==> src/rtl/spq_pkg.sv <==
// spq_pkg: request, response and entry types plus opcode and status codes
// for the sorted priority queue; no dependencies
`default_nettype none

package spq_pkg;

  localparam logic [1:0] OP_INSERT  = 2'd0;
  localparam logic [1:0] OP_DEQUEUE = 2'd1;
  localparam logic [1:0] OP_PEEK    = 2'd2;

  localparam logic [1:0] ST_OK    = 2'd0;
  localparam logic [1:0] ST_EMPTY = 2'd1;
  localparam logic [1:0] ST_FULL  = 2'd2;

  typedef struct packed {
    logic        [1:0]  opcode;
    logic signed [31:0] item_value;
    logic signed [15:0] item_priority;
  } req_t;

  typedef struct packed {
    logic signed [31:0] head_value;
    logic        [1:0]  status;
    logic        [4:0]  occupancy;
  } rsp_t;

  typedef struct packed {
    logic signed [31:0] value;
    logic signed [15:0] prio;
  } entry_t;

  // shift commands broadcast to every cell
  typedef struct packed {
    logic insert;
    logic remove;
  } cell_cmd_t;

endpackage

`default_nettype wire

==> src/rtl/sorted_priority_queue.sv <==
// sorted_priority_queue: one request accepted per cycle while req_stall is low, the
// response is registered and appears in the cycle after acceptance
// every slot of the cell chain updates in the same cycle, so inserts and
// removals run back to back; throughput is set by the response register
// reset clears the entry count and the response valid and stalls requests;
// slot contents are left as they are and never read before being written
`default_nettype none

module sorted_priority_queue #(
  parameter int CAPACITY = 16
) (
  input  wire            clk,
  input  wire            rst,
  input  wire            req_valid,
  output logic           req_stall,
  input  spq_pkg::req_t  req,
  output logic           rsp_valid,
  input  wire            rsp_stall,
  output spq_pkg::rsp_t  rsp
);

  localparam int CW = $clog2(CAPACITY + 1);

  logic [CW-1:0]        count;
  logic [CW-1:0]        count_next;
  logic                 fire;
  logic                 full;
  logic                 empty;
  spq_pkg::cell_cmd_t   cmd;
  spq_pkg::rsp_t        rsp_next;
  spq_pkg::entry_t      new_entry;
  spq_pkg::entry_t      entries [CAPACITY];
  logic [CAPACITY-1:0]  keeps;

  // request handshake: stall during reset and while a response is held
  assign req_stall = rst || (rsp_valid && rsp_stall);
  assign fire      = req_valid && !req_stall;
  assign full      = (count == CW'(CAPACITY));
  assign empty     = (count == '0);

  assign new_entry.value = req.item_value;
  assign new_entry.prio  = req.item_priority;

  // opcode decode, count update and response word
  always_comb begin
    cmd                 = '0;
    count_next          = count;
    rsp_next.head_value = '0;
    rsp_next.status     = spq_pkg::ST_OK;
    unique case (req.opcode)
      spq_pkg::OP_INSERT: begin
        if (full) begin
          rsp_next.status = spq_pkg::ST_FULL;
        end else begin
          cmd.insert = fire;
          count_next = count + CW'(1);
        end
      end
      spq_pkg::OP_DEQUEUE: begin
        if (empty) begin
          rsp_next.status = spq_pkg::ST_EMPTY;
        end else begin
          cmd.remove          = fire;
          count_next          = count - CW'(1);
          rsp_next.head_value = entries[0].value;
        end
      end
      spq_pkg::OP_PEEK: begin
        if (empty) begin
          rsp_next.status = spq_pkg::ST_EMPTY;
        end else begin
          rsp_next.head_value = entries[0].value;
        end
      end
      default: begin
      end
    endcase
    rsp_next.occupancy = 5'(count_next);
  end

  // chain of slots
  for (genvar i = 0; i < CAPACITY; i++) begin : g_cell
    logic            occupied;
    logic            left_keep;
    spq_pkg::entry_t left_entry;
    spq_pkg::entry_t right_entry;

    assign occupied = (count > CW'(i));

    if (i == 0) begin : g_first
      assign left_keep  = 1'b1;
      assign left_entry = new_entry;
    end else begin : g_rest
      assign left_keep  = keeps[i-1];
      assign left_entry = entries[i-1];
    end

    if (i == CAPACITY - 1) begin : g_last
      assign right_entry = entries[i];
    end else begin : g_inner
      assign right_entry = entries[i+1];
    end

    spq_cell #(
      .IS_HEAD (i == 0)
    ) u_cell (
      .clk         (clk),
      .cmd         (cmd),
      .new_entry   (new_entry),
      .occupied    (occupied),
      .left_keep   (left_keep),
      .left_entry  (left_entry),
      .right_entry (right_entry),
      .entry       (entries[i]),
      .keep        (keeps[i])
    );
  end

  // entry count
  always_ff @(posedge clk) begin
    if (rst) begin
      count <= '0;
    end else if (fire) begin
      count <= count_next;
    end
  end

  // response register
  always_ff @(posedge clk) begin
    if (rst) begin
      rsp_valid <= 1'b0;
    end else if (fire) begin
      rsp_valid <= 1'b1;
    end else if (!rsp_stall) begin
      rsp_valid <= 1'b0;
    end
  end

  always_ff @(posedge clk) begin
    if (fire) begin
      rsp <= rsp_next;
    end
  end

  // checks
  a_count_bound: assert property (@(posedge clk) disable iff (rst)
    count <= CW'(CAPACITY))
    else $error("entry count above capacity");

  a_fire_rsp: assert property (@(posedge clk) disable iff (rst)
    fire |=> rsp_valid)
    else $error("accepted request produced no response");

  a_insert_count: assert property (@(posedge clk) disable iff (rst)
    (fire && req.opcode == spq_pkg::OP_INSERT && !full) |=>
      count == $past(count) + CW'(1))
    else $error("insert did not grow the queue");

  a_full_status: assert property (@(posedge clk) disable iff (rst)
    (fire && full && req.opcode == spq_pkg::OP_INSERT) |=>
      (rsp.status == spq_pkg::ST_FULL && $stable(count)))
    else $error("insert into full queue not rejected");

  // slots that keep their entry form an unbroken run from the head while a request is valid
  a_keep_prefix: assert property (@(posedge clk) disable iff (rst)
    req_valid |-> ((keeps & (keeps + CAPACITY'(1))) == '0))
    else $error("kept slots not contiguous from the head");

endmodule

`default_nettype wire

==> src/rtl/spq_cell.sv <==
// spq_cell: one slot of the sorted chain; holds an entry and shifts it
// toward the tail on insert or toward the head on removal; uses spq_pkg
`default_nettype none

module spq_cell #(
  parameter bit IS_HEAD = 1'b0
) (
  input  wire                 clk,
  input  spq_pkg::cell_cmd_t  cmd,
  input  spq_pkg::entry_t     new_entry,
  input  wire                 occupied,
  input  wire                 left_keep,
  input  spq_pkg::entry_t     left_entry,
  input  spq_pkg::entry_t     right_entry,
  output spq_pkg::entry_t     entry,
  output logic                keep
);

  // entry stays in place when it outranks the new one; the head also keeps
  // its place on an equal priority
  always_comb begin
    keep = occupied && ((entry.prio > new_entry.prio) ||
                        (IS_HEAD && (entry.prio == new_entry.prio)));
  end

  // slot register
  always_ff @(posedge clk) begin
    if (cmd.insert) begin
      if (!keep) begin
        if (left_keep) begin
          entry <= new_entry;
        end else begin
          entry <= left_entry;
        end
      end
    end else if (cmd.remove) begin
      entry <= right_entry;
    end
  end

endmodule

`default_nettype wire
==> config.mk <==
export PLATFORM = sky130hd
export DESIGN_NAME = sorted_priority_queue
export DESIGN_NICKNAME = d
export VERILOG_FILES = /design/src/rtl/spq_pkg.sv /design/src/rtl/sorted_priority_queue.sv /design/src/rtl/spq_cell.sv
export SDC_FILE = /design/constraint.sdc
export NUM_CORES = 2
export LEC_CHECK = 0
export BUFFER_PORTS_ARGS = -buffer_cell sky130_fd_sc_hd__buf_4
export CAP_MARGIN = 20
export CORE_MARGIN = 8
export CORE_UTILIZATION = 50
export DETAILED_ROUTE_END_ITERATION = 12
export PLACE_DENSITY_LB_ADDON = 0.25
export SLEW_MARGIN = 20
export SYNTH_ARGS = -nofsm -noshare
export SYNTH_HDL_FRONTEND = slang
export SYNTH_HIERARCHICAL = 1
export SYNTH_SLANG_ARGS = --single-unit
==> constraint.sdc <==
create_clock -name clk -period 10.3 [get_ports clk]
set_input_delay 2.06 -clock clk [delete_from_list [all_inputs] [get_ports clk]]
set_output_delay 2.06 -clock clk [all_outputs]
set_load 0.02 [all_outputs]
### Word-level counts from Yosys, hierarchy flattened

Index checks and enable logic that the tools add are counted.

| storage, ports and cells | value |
|---|---|
| bits in registers | 813 |
| bits in latches | 0 |
| bits in writable memories | 0 |
| ROM bits | 0 |
| bits of input ports | 54 |
| output and inout bits | 41 |
| word-level logic and storage cells | 207 |
| memories | 0 |

| operators by class | value |
|---|---|
| $add $sub $neg | 2 |
| multiply operators | 0 |
| divide/modulo/power cells | 0 |
| order comparisons | 32 |
| eq/ne operators | 20 |
| shift operators | 0 |
| muxes and demuxes | 72 |
| bitwise logic cells | 2 |
| reduce and logical (&&, ||, !) cells | 42 |

Operator list:

| cell | number |
|---|---|
| 48-bit two-way mux | 60 |
| 16-bit greater-than comparator | 16 |
| 5-bit by 4-bit greater-than comparator with 1-bit output, second input constant | 8 |
| 2-bit AND reduction | 16 |
| 2-bit != test, second input constant | 15 |
| 5-bit by 3-bit greater-than comparator with 1-bit output, second input constant | 4 |
| 1-bit logical AND | 18 |
| 16-bit == test | 1 |
| 5-bit by 1-bit greater-than comparator with 1-bit output, second input constant | 2 |
| 5-bit by 2-bit greater-than comparator with 1-bit output, second input constant | 2 |
| 5-bit two-way mux | 2 |
| 5-bit case mux with 2 select lines | 1 |
| 1-bit two-way mux | 7 |
| 5-bit by 1-bit adder with 5-bit output, second input constant | 1 |
| 5-bit == test, second input constant | 1 |
| 5-bit zero test | 1 |
| 5-bit by 1-bit subtractor with 5-bit output, second input constant | 1 |
| 2-bit case mux with 2 select lines | 1 |
| 2-bit OR reduction | 2 |
| 2-bit by 1-bit == test with 1-bit output, second input constant | 1 |
| 2-bit == test, second input constant | 1 |
| 2-bit zero test | 1 |
| 1-bit logical OR | 2 |
| 2-bit two-way mux | 1 |
| 4 further kinds | 5 |

### Longest topological paths before layout

| depth | value |
|---|---|
| word-level depth | 8 |
| mapped depth | 13 |
| gate-level depth less buffers | 9 |

### Modules after synthesis

The synthesis kept the hierarchy.

Modules (own cells, without submodules):

| module | instances | cells an instance | area each (µm²) | seq. area each (µm²) |
|---|---|---|---|---|
| spq_cell at g_cell[10].u_cell ... | 8 | 276 | 2886.5 | 1441.4 |
| spq_cell at g_cell[11].u_cell ... | 7 | 269 | 2901.5 | 1441.4 |
| spq_cell at g_cell[0].u_cell | 1 | 270 | 2896.5 | 1441.4 |
| sorted_priority_queue | 1 | 196 | 2247.2 | 1291.2 |

### Worst setup path before layout

No wires, ideal clock.

| timing path | value |
|---|---|
| kind | input port to flip-flop |
| start | in req_valid |
| end | reg g_cell[10].u_cell/entry[0] (netlist name) (enable) |
| library setup time | 526 ps |
| arrival | 8059 ps |
| data required time | 9774 ps |
| path slack | 1715 ps |
| stages on the path | 7 |
| path buffers | 2 |
| cell sequence | a21boi_1 > nand2_1 > nor3_1 > clkbuf_1 > clkbuf_1 > nor2_1 > a211oi_1 |

RTL lines:

| item | line | RTL |
|---|---|---|
| start, declared | sorted_priority_queue.sv:14 | `input wire req_valid,` |
| end signal, assigned | spq_cell.sv:31 | `entry <= new_entry;` |
| end signal, assigned | spq_cell.sv:33 | `entry <= left_entry;` |
| end signal, assigned | spq_cell.sv:37 | `entry <= right_entry;` |
| end, declared | spq_cell.sv:15 | `output spq_pkg::entry_t entry,` |

==> flow_summary.json <==
{
  "status": "complete, no violations",
  "netlist_instances": 4554,
  "tritoncts": "built",
  "power.total_w": 0.00828,
  "totalWireLength_um": 113000,
  "hold_class": "flip-flop to flip-flop",
  "htreeDepth": 3,
  "die_area_sq_mm": 0.107,
  "top_layer_used": "met5",
  "fin_nets": 4818,
  "r2r_slack_ns": 5.93,
  "worst_setup_path_start_kind": "input pin",
  "power_density_mw_per_mm2": 156,
  "final_hold_viol_count": 0,
  "period_share_pct": 51.3,
  "syn_to_final_growth_pct": 9.61,
  "p_leak_nw": 19.9,
  "maxSlewHeadroom_pct": 24.7,
  "clkLatencyLatePin_ns": 0.67,
  "grt_max_degree": 271,
  "wl_per_cell_um": 19.3,
  "grt_pass1_wl_um": 179000,
  "antenna_found_initial": 3,
  "arrival_ns": 5.59,
  "grt_pass1_vias": 31100,
  "die_w_um": 328,
  "worst-setup-path-type": "input pin to flip-flop",
  "cts_resized": 0,
  "cts_root_buf": "clkbuf_16",
  "wl_met1_um": 56100,
  "fin_worst_skew_ns": 0.0366,
  "reg2reg_depth": 8,
  "track_usage_pct": 20.3,
  "dp_hpwl_um": 75400,
  "cts_inserted_buffers": 91,
  "start_util_pct": 50.3,
  "first_iter_violations": 2836,
  "firstDrtPassIters": 5,
  "avgSynthCellArea_sq_um": 10.7,
  "max_freq_mhz": 189,
  "final.min_clock_period_ns": 5.28,
  "slew_viol_final": 0,
  "coreArea_sq_mm": 0.0964,
  "gp_congestion": 0.829,
  "post_drt_via_cell_ratio": 5.64,
  "hold_buffers": 0,
  "setup_violations": 0,
  "io-pin-count": 95,
  "worstPathRequired_ns": 10.61,
  "drtAntennaViolNets": 0,
  "vias": 33000,
  "cts_sinks": 813,
  "clk_pin_slew_ns": 0.06,
  "drive_gt1_share_pct": 8.35,
  "drv_cap": 0,
  "cts_setup_buffers": 0,
  "die_h_um": 328,
  "fp-row-count": 114,
  "peakVddDrop_mv": 0.120,
  "yosys_warnings": 6,
  "finalSetupTns_ns": 0,
  "whs_path_depth": 1,
  "overflow": 0,
  "rsz0062_at_grt": "false",
  "wl_met3_um": 6560,
  "wl_met2_um": 48000,
  "tightest_slew_ns": 1.13,
  "port_buffers": 94,
  "path_max_fanout": 211,
  "post-route-drc-count": 0,
  "crit_path_end_kind": "flip-flop",
  "netlist_area_sq_mm": 0.0485,
  "syn_nets": 4873,
  "clock_path_buffers": 3
}
==> sequential cells by signal, indices dropped and copies added (netlist names) <==
register and cells:
count 5, rsp 39, rsp_valid 1, g_cell.u_cell/entry 768
==> path summary, 6_finish.rpt <==
path,start,to
setup / recovery,rsp_stall,g_cell[3].u_cell/entry[29]
hold / removal,g_cell[0].u_cell/entry[21],rsp[12]
setup reg to reg,count[0],g_cell[3].u_cell/entry[29]
hold reg to reg,g_cell[0].u_cell/entry[21],rsp[12]
==> metrics by stage <==
step	instances	setup slack, ns	cell area [sq um]	util (%)	hold WS, ns
3_5_place_dp	5682	4.39	50100	52.0	0.537
6_report	5851	5.02	53200	55.2	0.555
5_1_grt	5851	4.85	53200	55.2	0.584
3_3_place_gp	5682	4.45	50100	52.0	0.524
2_1_floorplan	4554	1.72	48500	-	0.524
4_1_cts	5850	5.11	53200	55.2	0.557
==> worst max-delay path: stages <==
cell,delay (ns)
buf_4,0.12
a21boi_1,0.45
nand2_1,0.29
nor3_2,0.60
buf_12,0.58
nor2_1,0.18
a211oi_4,0.48
buf_4,0.56
==> routing by layer <==
layer	track usage, %	vias up
met2	29.6	836
met1	31.5	15500
met5	0	-
met4	5.62	4
li1	-	16600
met3	2.66	154
==> layout by cell type, fill, tap and decap left out, types with 10 or more instances in the layout <==
cell and count:
a21oi_1 874, nor2_1 807, edfxtp_1 807, mux2i_1 770, inv_1 267, ha_1 265, buf_4 129, clkbuf_16 92
nand2_1 87, and2_1 32, and4_1 31, o21ai_0 27, a21o_1 23, clkinv_1 21, clkinv_2 20, nand3_1 16
o211ai_1 16, clkbuf_1 15, nor4_1 15, bufinv_16 12, nand4_1 12, nor2b_1 10
==> layout make-up <==
cell class	instances	area, sq um
antenna	1	2.50
clock buffer	109	2390
clock inverter	59	662
fill	8371	43200
inverter	269	1010
multi-input combinational	3189	22100
sequential	813	24400
tap	1276	1600
timing repair buffer	135	1080
==> where the power goes <==
part	switching (W)	internal (W)	leakage, nW	total (W)
logic	0.000677	0.000416	11.0	0.00109
clock network	0.00138	0.00196	1.50	0.00335
registers	0.0000694	0.00377	7.40	0.00384
total	0.00213	0.00615	19.9	0.00828
No activity file was read; power rests on OpenSTA's default activity.
